==> src/design/source_text_tokenizer_assert.svh <==
// Assertion macros for the source text tokenizer
`ifndef SOURCE_TEXT_TOKENIZER_ASSERT_SVH
`define SOURCE_TEXT_TOKENIZER_ASSERT_SVH
// implication checked on every clock edge outside reset
`define STT_ASSERT_IMP(lbl, ante, cons, msg) \
  lbl: assert property (@(posedge clk) disable iff (!rst_n) (ante) |-> (cons)) else $error(msg);
// implication whose consequent is checked in the cycle after the antecedent
`define STT_ASSERT_NEXT(lbl, ante, cons, msg) \
  lbl: assert property (@(posedge clk) disable iff (!rst_n) (ante) |=> (cons)) else $error(msg);
`endif

==> src/design/stt_pkg.sv <==
// Package: token kinds, scan modes, keyword table and shared types
package stt_pkg;
  localparam int NKW = 24;
  localparam logic [19:0] LINE_MAX = 20'hFFFFF;
  localparam logic [15:0] COL_MAX = 16'hFFFF;
  localparam logic [62:0] VAL_MAX = {63{1'b1}};

  localparam logic [5:0] K_EOF = 6'd0;
  localparam logic [5:0] K_INT = 6'd1;
  localparam logic [5:0] K_FLOAT = 6'd2;
  localparam logic [5:0] K_STRING = 6'd3;
  localparam logic [5:0] K_IDENT = 6'd4;
  localparam logic [5:0] K_KW0 = 6'd5;
  localparam logic [5:0] K_OP0 = 6'd29;
  localparam logic [5:0] K_SLASH = 6'd42;
  localparam logic [5:0] K_NE = 6'd44;
  localparam logic [5:0] K_BANG = 6'd45;
  localparam logic [5:0] K_EQEQ = 6'd46;
  localparam logic [5:0] K_EQ = 6'd47;
  localparam logic [5:0] K_LE = 6'd48;
  localparam logic [5:0] K_LT = 6'd49;
  localparam logic [5:0] K_GE = 6'd50;
  localparam logic [5:0] K_GT = 6'd51;
  localparam logic [5:0] K_ANDAND = 6'd52;
  localparam logic [5:0] K_OROR = 6'd53;

  localparam logic [1:0] ST_OK = 2'd0;
  localparam logic [1:0] ST_UNEXP = 2'd1;
  localparam logic [1:0] ST_UNTERM = 2'd2;

  typedef enum logic [3:0] {
    M_IDLE, M_IDENT, M_INT, M_FRAC, M_STR, M_ESC, M_SLASH, M_COMMENT,
    M_BANG, M_EQ, M_LT, M_GT, M_AMP, M_BAR, M_HALT
  } mode_t;

  typedef struct packed {
    logic [5:0]  kind;
    logic [19:0] line;
    logic [15:0] column;
    logic [31:0] offset;
    logic [15:0] length;
    logic [62:0] value;
    logic [1:0]  status;
  } tok_t;

  typedef struct packed {
    logic       valid;
    logic [7:0] text_byte;
    logic       end_of_input;
  } item_t;

  typedef struct packed {
    logic [1:0] count;
    tok_t       tok0;
    tok_t       tok1;
  } res_t;

  function automatic logic [3:0] kw_len(input logic [4:0] k);
    case (k)
      5'd0, 5'd8, 5'd23: kw_len = 4'd7;
      5'd1: kw_len = 4'd9;
      5'd2: kw_len = 4'd10;
      5'd3, 5'd6, 5'd15, 5'd17, 5'd19: kw_len = 4'd5;
      5'd4, 5'd5, 5'd14, 5'd16, 5'd20, 5'd22: kw_len = 4'd4;
      5'd7, 5'd11, 5'd13: kw_len = 4'd2;
      5'd9, 5'd10, 5'd18: kw_len = 4'd3;
      5'd12, 5'd21: kw_len = 4'd6;
      default: kw_len = 4'd0;
    endcase
  endfunction

  function automatic logic [7:0] kw_char(input logic [4:0] k, input logic [3:0] i);
    logic [79:0] s;
    case (k)
      5'd0: s = "process";
      5'd1: s = "coroutine";
      5'd2: s = "supervisor";
      5'd3: s = "spawn";
      5'd4: s = "send";
      5'd5: s = "recv";
      5'd6: s = "yield";
      5'd7: s = "on";
      5'd8: s = "receive";
      5'd9: s = "let";
      5'd10: s = "mut";
      5'd11: s = "fn";
      5'd12: s = "return";
      5'd13: s = "if";
      5'd14: s = "else";
      5'd15: s = "while";
      5'd16: s = "true";
      5'd17: s = "false";
      5'd18: s = "int";
      5'd19: s = "float";
      5'd20: s = "bool";
      5'd21: s = "string";
      5'd22: s = "void";
      5'd23: s = "restart";
      default: s = '0;
    endcase
    // left aligned characters; string literal is right aligned
    kw_char = 8'h00;
    for (int j = 0; j < 10; j++) begin
      if (j == 32'(kw_len(k)) - 1 - 32'(i) && i < kw_len(k)) kw_char = s[j*8 +: 8];
    end
  endfunction

  function automatic logic [5:0] single_op(input logic [7:0] c);
    case (c)
      "(": single_op = K_OP0;
      ")": single_op = K_OP0 + 6'd1;
      "{": single_op = K_OP0 + 6'd2;
      "}": single_op = K_OP0 + 6'd3;
      "[": single_op = K_OP0 + 6'd4;
      "]": single_op = K_OP0 + 6'd5;
      ",": single_op = K_OP0 + 6'd6;
      ":": single_op = K_OP0 + 6'd7;
      ";": single_op = K_OP0 + 6'd8;
      ".": single_op = K_OP0 + 6'd9;
      "+": single_op = K_OP0 + 6'd10;
      "-": single_op = K_OP0 + 6'd11;
      "*": single_op = K_OP0 + 6'd12;
      "/": single_op = K_OP0 + 6'd13;
      "%": single_op = K_OP0 + 6'd14;
      default: single_op = K_EOF;
    endcase
  endfunction
endpackage

==> src/design/stt_scan.sv <==
// Scanner core: registered state, per-byte next-state and token formation
module stt_scan (
  input  logic           clk,
  input  logic           rst_n,
  input  stt_pkg::item_t item,
  output stt_pkg::res_t  res
);
  import stt_pkg::*;

  mode_t       mode_r, mode_nxt;
  logic [19:0] cline_r, cline_nxt, tline_r, tline_nxt;
  logic [15:0] ccol_r, ccol_nxt, tcol_r, tcol_nxt;
  logic [31:0] coff_r, coff_nxt, toff_r, toff_nxt;
  logic [15:0] tlen_r, tlen_nxt;
  logic [62:0] acc_r, acc_nxt;
  logic [NKW-1:0] cand_r, cand_nxt;

  logic [7:0] c;
  logic is_dig, is_ids, rescan;
  logic [5:0] ident_k;
  logic [3:0] d;
  logic [66:0] prod;
  tok_t t_pend, t_new;
  logic put_pend, put_new;

  assign c = item.text_byte;
  assign is_dig = (c >= "0") && (c <= "9");
  assign is_ids = ((c >= "a") && (c <= "z")) || ((c >= "A") && (c <= "Z")) || (c == "_");
  assign d = c[3:0];
  assign prod = {acc_r, 3'b000} + {2'b00, acc_r, 1'b0} + {63'd0, d};

  always_comb begin
    ident_k = K_IDENT;
    for (int k = NKW - 1; k >= 0; k--) begin
      if (cand_r[k] && tlen_r == {12'd0, kw_len(5'(k))}) ident_k = K_KW0 + 6'(k);
    end
  end

  function automatic logic [NKW-1:0] kw_filter(input logic [NKW-1:0] m,
                                              input logic [15:0] idx,
                                              input logic [7:0] ch);
    logic [NKW-1:0] r;
    r = m;
    for (int k = 0; k < NKW; k++) begin
      if (idx >= {12'd0, kw_len(5'(k))} || kw_char(5'(k), idx[3:0]) != ch) r[k] = 1'b0;
    end
    return r;
  endfunction

  always_comb begin
    logic [15:0] len_inc;
    logic [31:0] off_inc;
    mode_t m;
    mode_nxt = mode_r;
    cline_nxt = cline_r; ccol_nxt = ccol_r; coff_nxt = coff_r;
    tline_nxt = tline_r; tcol_nxt = tcol_r; toff_nxt = toff_r;
    tlen_nxt = tlen_r; acc_nxt = acc_r; cand_nxt = cand_r;
    put_pend = 1'b0; put_new = 1'b0; rescan = 1'b0;
    t_pend = '0; t_new = '0;
    len_inc = (tlen_r == COL_MAX) ? tlen_r : tlen_r + 16'd1;
    off_inc = coff_r + 32'd1;
    t_pend.line = tline_r; t_pend.column = tcol_r; t_pend.offset = toff_r;
    t_pend.length = tlen_r;
    m = mode_r;
    if (item.end_of_input) begin
      case (mode_r)
        M_IDENT: begin put_pend = 1'b1; t_pend.kind = ident_k; end
        M_INT: begin put_pend = 1'b1; t_pend.kind = K_INT; t_pend.value = acc_r; end
        M_FRAC: begin put_pend = 1'b1; t_pend.kind = K_FLOAT; end
        M_SLASH: begin put_pend = 1'b1; t_pend.kind = K_SLASH; end
        M_BANG: begin put_pend = 1'b1; t_pend.kind = K_BANG; end
        M_EQ: begin put_pend = 1'b1; t_pend.kind = K_EQ; end
        M_LT: begin put_pend = 1'b1; t_pend.kind = K_LT; end
        M_GT: begin put_pend = 1'b1; t_pend.kind = K_GT; end
        M_AMP, M_BAR: begin
          put_pend = 1'b1; t_pend.length = 16'd1; t_pend.status = ST_UNEXP;
        end
        M_STR, M_ESC: begin put_pend = 1'b1; t_pend.status = ST_UNTERM; end
        default: ;
      endcase
      put_new = 1'b1;
      t_new.line = cline_r; t_new.column = ccol_r; t_new.offset = coff_r;
      mode_nxt = M_IDLE;
      cline_nxt = 20'd1; ccol_nxt = 16'd1; coff_nxt = '0;
      tline_nxt = 20'd1; tcol_nxt = 16'd1; toff_nxt = '0; tlen_nxt = '0;
      acc_nxt = '0; cand_nxt = '1;
    end else begin
      case (mode_r)
        M_IDENT:
          if (is_ids || is_dig) begin
            cand_nxt = kw_filter(cand_r, tlen_r, c);
            tlen_nxt = len_inc;
          end else begin
            put_pend = 1'b1; t_pend.kind = ident_k; rescan = 1'b1;
          end
        M_INT:
          if (is_dig) begin
            acc_nxt = (prod[66:63] != 4'd0) ? VAL_MAX : prod[62:0];
            tlen_nxt = len_inc;
          end else if (c == ".") begin
            mode_nxt = M_FRAC; tlen_nxt = len_inc;
          end else begin
            put_pend = 1'b1; t_pend.kind = K_INT; t_pend.value = acc_r; rescan = 1'b1;
          end
        M_FRAC:
          if (is_dig) tlen_nxt = len_inc;
          else begin put_pend = 1'b1; t_pend.kind = K_FLOAT; rescan = 1'b1; end
        M_STR:
          if (c == "\"") begin
            put_pend = 1'b1; t_pend.kind = K_STRING; mode_nxt = M_IDLE;
          end else begin
            tlen_nxt = len_inc;
            if (c == "\\") mode_nxt = M_ESC;
          end
        M_ESC: begin tlen_nxt = len_inc; mode_nxt = M_STR; end
        M_SLASH:
          if (c == "/") mode_nxt = M_COMMENT;
          else begin put_pend = 1'b1; t_pend.kind = K_SLASH; rescan = 1'b1; end
        M_COMMENT: if (c == 8'h0A) rescan = 1'b1;
        M_BANG, M_EQ, M_LT, M_GT: begin
          t_pend.kind = (m == M_BANG) ? K_BANG : (m == M_EQ) ? K_EQ :
                        (m == M_LT) ? K_LT : K_GT;
          put_pend = 1'b1;
          if (c == "=") begin
            t_pend.kind = t_pend.kind - 6'd1; t_pend.length = 16'd2; mode_nxt = M_IDLE;
          end else rescan = 1'b1;
        end
        M_AMP, M_BAR: begin
          put_pend = 1'b1; mode_nxt = M_IDLE;
          if (c == ((m == M_AMP) ? 8'h26 : 8'h7C)) begin
            t_pend.kind = (m == M_AMP) ? K_ANDAND : K_OROR; t_pend.length = 16'd2;
          end else begin
            t_pend.length = 16'd1; t_pend.status = ST_UNEXP; mode_nxt = M_HALT;
          end
        end
        default: ;
      endcase
      // position advance for bytes consumed in a busy mode
      if (mode_r != M_IDLE && mode_r != M_HALT && !rescan &&
          !(mode_r inside {M_AMP, M_BAR} && t_pend.status == ST_UNEXP)) begin
        coff_nxt = off_inc;
        if (mode_r == M_STR && c == 8'h0A) begin
          if (cline_r != LINE_MAX) cline_nxt = cline_r + 20'd1;
          ccol_nxt = 16'd1;
        end else if (ccol_r != COL_MAX) ccol_nxt = ccol_r + 16'd1;
      end
      if (mode_r == M_IDLE || rescan) begin
        mode_nxt = M_IDLE;
        coff_nxt = off_inc;
        if (ccol_r != COL_MAX) ccol_nxt = ccol_r + 16'd1;
        if (c == 8'h20 || c == 8'h09 || c == 8'h0D) begin
        end else if (c == 8'h0A) begin
          if (cline_r != LINE_MAX) cline_nxt = cline_r + 20'd1;
          ccol_nxt = 16'd1;
        end else begin
          tline_nxt = cline_r; tcol_nxt = ccol_r; toff_nxt = coff_r; tlen_nxt = 16'd1;
          if (is_dig) begin
            mode_nxt = M_INT; acc_nxt = {59'd0, d};
          end else if (is_ids) begin
            mode_nxt = M_IDENT; cand_nxt = kw_filter('1, 16'd0, c);
          end else if (c == "\"") begin
            mode_nxt = M_STR; toff_nxt = off_inc; tlen_nxt = '0;
          end else if (c == "/") mode_nxt = M_SLASH;
          else if (c == "!") mode_nxt = M_BANG;
          else if (c == "=") mode_nxt = M_EQ;
          else if (c == "<") mode_nxt = M_LT;
          else if (c == ">") mode_nxt = M_GT;
          else if (c == "&") mode_nxt = M_AMP;
          else if (c == "|") mode_nxt = M_BAR;
          else begin
            put_new = 1'b1;
            t_new.line = cline_r; t_new.column = ccol_r; t_new.offset = coff_r;
            t_new.length = 16'd1;
            t_new.kind = single_op(c);
            if (single_op(c) == K_EOF) begin
              t_new.status = ST_UNEXP; mode_nxt = M_HALT;
              coff_nxt = coff_r; ccol_nxt = ccol_r;
            end
          end
        end
      end
    end
  end

  always_comb begin
    res.count = {1'b0, put_pend} + {1'b0, put_new};
    res.tok0 = put_pend ? t_pend : t_new;
    res.tok1 = t_new;
    if (!item.valid) res.count = 2'd0;
  end

  always_ff @(posedge clk) begin
    if (!rst_n) begin
      mode_r <= M_IDLE;
      cline_r <= 20'd1; ccol_r <= 16'd1; coff_r <= '0;
      tline_r <= 20'd1; tcol_r <= 16'd1; toff_r <= '0; tlen_r <= '0;
      acc_r <= '0; cand_r <= '1;
    end else if (item.valid) begin
      mode_r <= mode_nxt;
      cline_r <= cline_nxt; ccol_r <= ccol_nxt; coff_r <= coff_nxt;
      tline_r <= tline_nxt; tcol_r <= tcol_nxt; toff_r <= toff_nxt; tlen_r <= tlen_nxt;
      acc_r <= acc_nxt; cand_r <= cand_nxt;
    end
  end

  `include "source_text_tokenizer_assert.svh"
  `STT_ASSERT_NEXT(a_end_resets, item.valid && item.end_of_input, mode_r == M_IDLE && coff_r == '0, "end marker must reset scanner")
  `STT_ASSERT_NEXT(a_halt_holds, mode_r == M_HALT && item.valid && !item.end_of_input, mode_r == M_HALT && $stable(coff_r), "halt must freeze")
  `STT_ASSERT_IMP(a_halt_silent, mode_r == M_HALT && item.valid && !item.end_of_input, res.count == 2'd0, "halt gives no result")
endmodule

==> src/design/stt_out.sv <==
// Output queue: holds up to four tokens and serializes them onto the stream
module stt_out (
  input  logic          clk,
  input  logic          rst_n,
  input  logic          push,
  input  stt_pkg::res_t res,
  output logic          space,
  output logic          out_tvalid,
  input  logic          out_tready,
  output stt_pkg::tok_t out_tok,
  output logic          out_tlast
);
  import stt_pkg::*;

  tok_t q_r [4];
  logic last_r [4];
  logic [1:0] wp_r, rp_r;
  logic [2:0] cnt_r;
  logic pop;
  logic [1:0] n;

  assign n = push ? res.count : 2'd0;
  assign pop = out_tvalid && out_tready;
  assign out_tvalid = cnt_r != 3'd0;
  assign out_tok = q_r[rp_r];
  assign out_tlast = last_r[rp_r];
  assign space = (cnt_r - {2'd0, pop}) <= 3'd2;

  always_ff @(posedge clk) begin
    if (n != 2'd0) begin
      q_r[wp_r] <= res.tok0;
      last_r[wp_r] <= (n == 2'd1);
    end
    if (n == 2'd2) begin
      q_r[wp_r + 2'd1] <= res.tok1;
      last_r[wp_r + 2'd1] <= 1'b1;
    end
  end

  always_ff @(posedge clk) begin
    if (!rst_n) begin
      wp_r <= '0; rp_r <= '0; cnt_r <= '0;
    end else begin
      wp_r <= wp_r + n;
      rp_r <= rp_r + {1'b0, pop};
      cnt_r <= cnt_r + {1'b0, n} - {2'd0, pop};
    end
  end

  `include "source_text_tokenizer_assert.svh"
  `STT_ASSERT_IMP(a_no_overflow, 1'b1, cnt_r <= 3'd4, "queue overflow")
  `STT_ASSERT_NEXT(a_pop_moves, pop && n == 2'd0, cnt_r == $past(cnt_r) - 3'd1, "pop must drain")
  `STT_ASSERT_IMP(a_push_room, push, space, "push without room")
endmodule

==> src/design/source_text_tokenizer.sv <==
// Source text tokenizer: one source byte per transaction in, tokens out.
// One byte is taken every cycle while the output queue has room for two
// tokens; each byte updates the scanner and yields zero, one or two tokens,
// which leave through a four-entry queue one per cycle unless stalled.
// Sustained rate is one byte per cycle unless the consumer stalls.
module source_text_tokenizer (
  input  logic         clk,
  input  logic         rst_n,
  input  logic         in_tvalid,
  output logic         in_tready,
  input  logic [7:0]   in_tdata,   // [7:0] text_byte
  input  logic         in_tlast,   // end_of_input
  output logic         out_tvalid,
  input  logic         out_tready,
  output logic [159:0] out_tdata,  // kind, line, column, offset, length, value
  output logic [1:0]   out_tuser,  // status
  output logic         out_tlast   // last_of_run
);
  import stt_pkg::*;

  item_t item;
  res_t  res;
  tok_t  tok;
  logic  space;

  assign in_tready = space;
  assign item.valid = in_tvalid && in_tready;
  assign item.text_byte = in_tdata;
  assign item.end_of_input = in_tlast;

  stt_scan u_scan (.clk(clk), .rst_n(rst_n), .item(item), .res(res));

  stt_out u_out (
    .clk(clk), .rst_n(rst_n), .push(item.valid), .res(res), .space(space),
    .out_tvalid(out_tvalid), .out_tready(out_tready), .out_tok(tok), .out_tlast(out_tlast)
  );

  assign out_tdata = {7'd0, tok.value, tok.length, tok.offset, tok.column, tok.line, tok.kind};
  assign out_tuser = tok.status;
endmodule

==> config.mk <==
export PLATFORM = sky130hd
export DESIGN_NAME = source_text_tokenizer
export DESIGN_NICKNAME = d
export VERILOG_FILES = /design/src/design/stt_pkg.sv /design/src/design/stt_scan.sv /design/src/design/stt_out.sv /design/src/design/source_text_tokenizer.sv
export VERILOG_INCLUDE_DIRS = /design/src /design/src/design
export SDC_FILE = /design/constraint.sdc
export NUM_CORES = 2
export LEC_CHECK = 0
export ABC_AREA = 0
export BUFFER_PORTS_ARGS = -buffer_cell sky130_fd_sc_hd__buf_2
export CAP_MARGIN = 10
export CORE_ASPECT_RATIO = 0.5
export CORE_UTILIZATION = 54
export DETAILED_ROUTE_END_ITERATION = 6
export GPL_TIMING_DRIVEN = 0
export PLACE_DENSITY = 0.71
export SETUP_SLACK_MARGIN = 0.4
export SYNTH_ARGS = -nofsm -noshare
export SYNTH_HDL_FRONTEND = slang
export SYNTH_SLANG_ARGS = --single-unit
==> constraint.sdc <==
create_clock -name clk -period 8.21 [get_ports clk]
set_input_delay 1.2315 -clock clk [delete_from_list [all_inputs] [get_ports clk]]
set_output_delay 1.2315 -clock clk [all_outputs]
set_load 0.01 [all_outputs]
Word-level counts from Yosys, hierarchy flattened
Memories as Yosys holds them, arrays and structs flattened. A register that Yosys moved wholly into a read port is not among the register bits.
Cells that the tools add are included.
Widths: inputs -> output; s select.
Word-level totals
  word-level logic and storage cells: 1683
  memories: 2
  bits in writable memories: 624
  output and inout port bits: 165
  bits of input ports: 13
  flip-flop bits (word level): 250
Operators by class
  eq/ne operators: 257
  order comparisons: 39
  muxes and demuxes: 1049
  reduce and logical (&&, ||, !) cells: 285
  add/subtract/negate cells: 38
Memory list
  u_out.q_r: depth 4, width 155, read ports 1, clocked after memory_dff 1, write ports 2, line stt_out.sv:15  | tok_t q_r [4];
  u_out.last_r: depth 4, width 1, read ports 1, clocked after memory_dff 1, write ports 2, line stt_out.sv:16  | logic last_r [4];
Operators by type and width (count)
  $mux 7: 415
  $mux 8: 270
  $eq 3x32->1 const A: 64
  $mux 90: 13
  $eq 2x32->1 const A: 32
  $eq 4x32->1 const A: 32
  $mux 63: 12
  $mux 32: 23
  $mux 16: 38
  $eq 1x32->1 const A: 16
  $logic_not 32->1: 16
  $ne 8x8->1: 48
  $mux 4: 94
  $sub 32x4->32: 8
  $mux 20: 12
  $logic_and 1x1->1: 194
  $mux 24: 8
  $mux 155: 1
  $eq 8x6->1 const B: 18
  $mux 6: 22
  $ge 16x4->1: 8
  $mux 5: 25
  $pmux 6 s14: 1
  $mux 1: 83
  other kinds (67): 215

Longest topological paths before layout
  depth in word-level cells: 39
  gate-level depth with buffers: 20
  mapped depth without buffers: 16

Modules after synthesis
A second synthesis with hierarchy kept.
Unflattened totals
  cells, all modules: 4842
  area, all modules: 54673.7 sq um
Modules (own cells, without submodules)
  stt_out: cells an instance 1581, instances 1, area each 31081.1 sq um, seq. area each 18838.1 sq um
  stt_scan: cells an instance 3252, instances 1, area each 23530.1 sq um, seq. area each 4864.7 sq um
  source_text_tokenizer: cells an instance 9, instances 1, area each 62.6 sq um, seq. area each 0.0 sq um

Least setup slack after synthesis
OpenSTA, ideal clock, no wires.
  kind: input -> register
  start: input port in_tdata[6]
  end: memory u_out.q_r[3][0] (netlist bit) (enable)
  required time: 7443 ps
  library setup time: 767 ps
  path slack: 1292 ps
  data arrival time: 6151 ps
  stages: 18
  path buffers: 6
  cell sequence: buf_4 -> nor4b_2 -> buf_2 -> and3_1 -> nand2_1 -> and3_1 -> a41oi_1 -> a31oi_2 -> inv_2 -> clkbuf_1 -> ha_1 -> and3_1 -> nand2b_1 -> nand3_1 -> clkbuf_1 -> clkbuf_1 -> clkbuf_1 -> nand2_1
RTL lines
  start, declared: line source_text_tokenizer.sv:11  | input logic [7:0] in_tdata,
  end, declared: line stt_out.sv:15

==> flow_summary.yaml <==
power:
  swShare_pct: 36.0
  finalPower_uw: 12500
  p_sw_uw: 4490
  internal_power_uw: 7990
  p_comb_share_pct: 29.4
  pwr-share-seq_pct: 39.2
  vdd_drop_max_mv: 0.170
  p_leak_uw: 0.0190
  power_frac_clock_pct: 31.5
  p_per_area_nw_per_um2: 236
critical_path:
  path_max_fanout: 39
  critical-path-top-delay-family: "buffers and inverters"
  crit_path_start_kind: "input pin"
  arrival_ps: 7940
  critPathMaxStageDelay_ps: 540
  critPathSlowestCell: "clkbuf_1"
  path_cells: "buf_2 > buf_2 > nor2_1 > clkbuf_1 > and3_1 > nand2_1 > and3_1 > a41oi_1 > a31oi_2 > inv_2 > clkbuf_1 > ha_1 > and3_1 > nand2b_1 > nand3_1 > clkbuf_2 > clkbuf_1 > clkbuf_2 > nand2_8 > buf_16"
  crit_buf_inv: 9
  critPathRequiredTime_ps: 8630
  critPathKind: "in -> reg"
  end_kind: "flop"
place:
  gp_congestion: 1.02
  portBuffers: 165
  dp_hpwl_mm: 125
floorplanning:
  row_count: 76
  die_h_microns: 212
  fp.dieArea_sq_um: 89400
  pin_count: 178
  core-area_sq_um: 86700
  fp.dieW_microns: 422
  start_util_pct: 54.9
detailed_routing:
  drc: 0
  drt_first_pass_iters: 6
  avgViaCountPerCell: 6.77
  ant_nets: 0
  drt_iter0_drc: 5745
  dr_total_vias: 44100
  drt-total-wl_mm: 174
  wl_per_cell_microns: 26.7
synth:
  yosysSeqAreaShare_pct: 43.1
  synthFlopType: "dfxtp_1"
  syn_inst: 5004
  synthArstFlopShare_pct: 0
  yosysTopAreaCell: "dfxtp_1"
  synth_edf_count: 304
  synth_warnings: 0
  synthTopCellsByCount: "570 x dfxtp_1, 536 x o21ai_0, 413 x nand2_1"
  synth-seq-cells: 874
  synth.top_cell.area_share_pct: 24.0
  synth_most_common_cell: "dfxtp_1"
  synthesis.area_sq_um: 47600
  yosys-top-cells-area: "dfxtp_1 24%, edfxtp_1 19%, mux4_2 7.4%"
  synth.avg_cell_area_sq_um: 9.51
  ys_types: 112
sta:
  min_period_over_period_pct: 91.6
  report.final.slew_viol_count: 0
  max_freq_ghz: 0.133
  setup_viol: 0
  max_slew_margin_pct: 10.7
  tightest_slew_ps: 1340
  hold_violations: 0
  finClkSkew_ps: 51.7
  period_needed_ps: 7520
  fin_tns_setup_ps: 0
  grt_setup_unrepaired: "no"
clocking:
  path_clk_slew_ps: 60
  cts_hold_buf: 0
  clock_path_buffers: 3
  h-tree-depth: 3
  cts_tree: "built"
  cts.root.buffer_cell: "clkbuf_16"
  post-cts-setup-buffers: 0
  cts.sinks: 874
  insertion_delay_ps: 720
  numCtsBuffers: 79
  ctsResizeCount: 0
global_routing:
  grt_overflow: 0
  grt_usage_pct: 38.0
  grt_pass1_wl_mm: 260
  antenna_found_initial: 6
  first_global_vias: 41700
  grt_max_degree: 43
flow_run:
  maxCapViolations: 0
final_layout:
  num-fill-cells: 7475
  nets: 5432
  drive_gt1_share_pct: 12.0
  syn_to_final_growth_pct: 10.9
outcome:
  status: "finished clean"
worst_hold_path:
  hold_class: "reg -> reg"
[registers in the layout (all words and copies together), names as in the netlist, 20 cells and up]
signal,count
u_scan.cline_r,20
u_scan.tline_r,20
u_scan.acc_r,63
u_scan.coff_r,32
u_out.q_r,620
u_scan.cand_r,24
u_scan.toff_r,32
[layout by cell type (no fill, tap or decap), drive strengths merged, types with 25 or more instances in the layout]
master	Yosys	layout
inv	50	57
o21ai	554	554
a22o	340	340
buf	164	335
nor2b	25	25
dfxtp	570	570
clkbuf	293	395
nand2b	28	28
nor3	79	79
nor4	25	25
ha	154	154
nor2	317	317
a21oi	331	331
xnor2	111	111
nand2	414	414
edfxtp	304	304
o211ai	33	33
nand4	43	43
o22ai	32	32
a31oi	56	56
clkinv	6	29
a21o	39	39
and2	27	27
mux4	156	156
xor2	56	56
or3	26	26
a211oi	52	52
nand3	408	408
and3	33	33
[area by class of cell]
class | count | area, sq um | share of cell area, %
Clock buffer | 102 | 2130 | 4.04
Timing Repair Buffer | 171 | 956 | 1.81
Inverter | 56 | 215 | 0.408
Tap cell | 1170 | 1460 | 2.77
Antenna cell | 8 | 20.0 | 0.0379
Clock inverter | 45 | 552 | 1.04
Sequential cell | 874 | 20500 | 38.9
Multi-Input combinational cell | 3623 | 25000 | 47.3
Buffer | 457 | 1920 | 3.64
[path summary, 6_finish.rpt]
kind / to / start / slack (ps) / cells past startpoint
setup / recovery: u_out.q_r[3][131] / in_tdata[2] / 690 / 20
hold / removal: u_scan.cand_r[21] / u_scan.cand_r[21] / 460 / 1
setup reg to reg: u_out.q_r[3][131] / u_scan.mode_r[1] / 1290 / 19
hold reg to reg: u_scan.cand_r[21] / u_scan.cand_r[21] / 460 / 1
[cell families after synthesis]
family,count (synthesis),synth area share (%)
buf+inv,513,4.47
fa+ha+maj,157,4.17
mux,169,7.66
other cells,1,0.00788
compound gates,1626,22.4
simple gates,1497,15.1
flops,874,43.1
xor+xnor,167,3.07
[per-stage QoR]
step | instances | area, sq um | setup slack, ps | util (%) | hold slack [ps]
after floorplan | 5010 | 47600 | 1290 | - | 420
after global placement | 6345 | 49900 | -2710 | 57.6 | 430
after detailed placement | 6350 | 50100 | -253 | 57.7 | 439
after CTS | 6497 | 52700 | 498 | 60.8 | 455
after global routing | 6503 | 52800 | 648 | 60.9 | 477
final | 6506 | 52800 | 691 | 60.9 | 457
[layer usage]
layer | vias to the layer above | routed length [microns] | part of all wire, % | track usage (%)
met1 | 21800 | 72100 | 41 | 52.0
li1 | 19400 | - | - | -
met5 | - | 0 | 0 | 0
met4 | 0 | 7040 | 4.1 | 15.3
met2 | 2506 | 77400 | 45 | 59.2
met3 | 399 | 17200 | 9.9 | 7.65
[power by group through the flow]
stage	sequential (uW)	combinational, uW	clock, uW
after global placement	5010	3490	0
after detailed placement	4980	3550	0
after global routing	4910	3820	4110
after CTS	4890	3560	3940
after floorplan	4960	2160	0
final	4890	3660	3930
No activity file was read; power rests on OpenSTA's default activity.
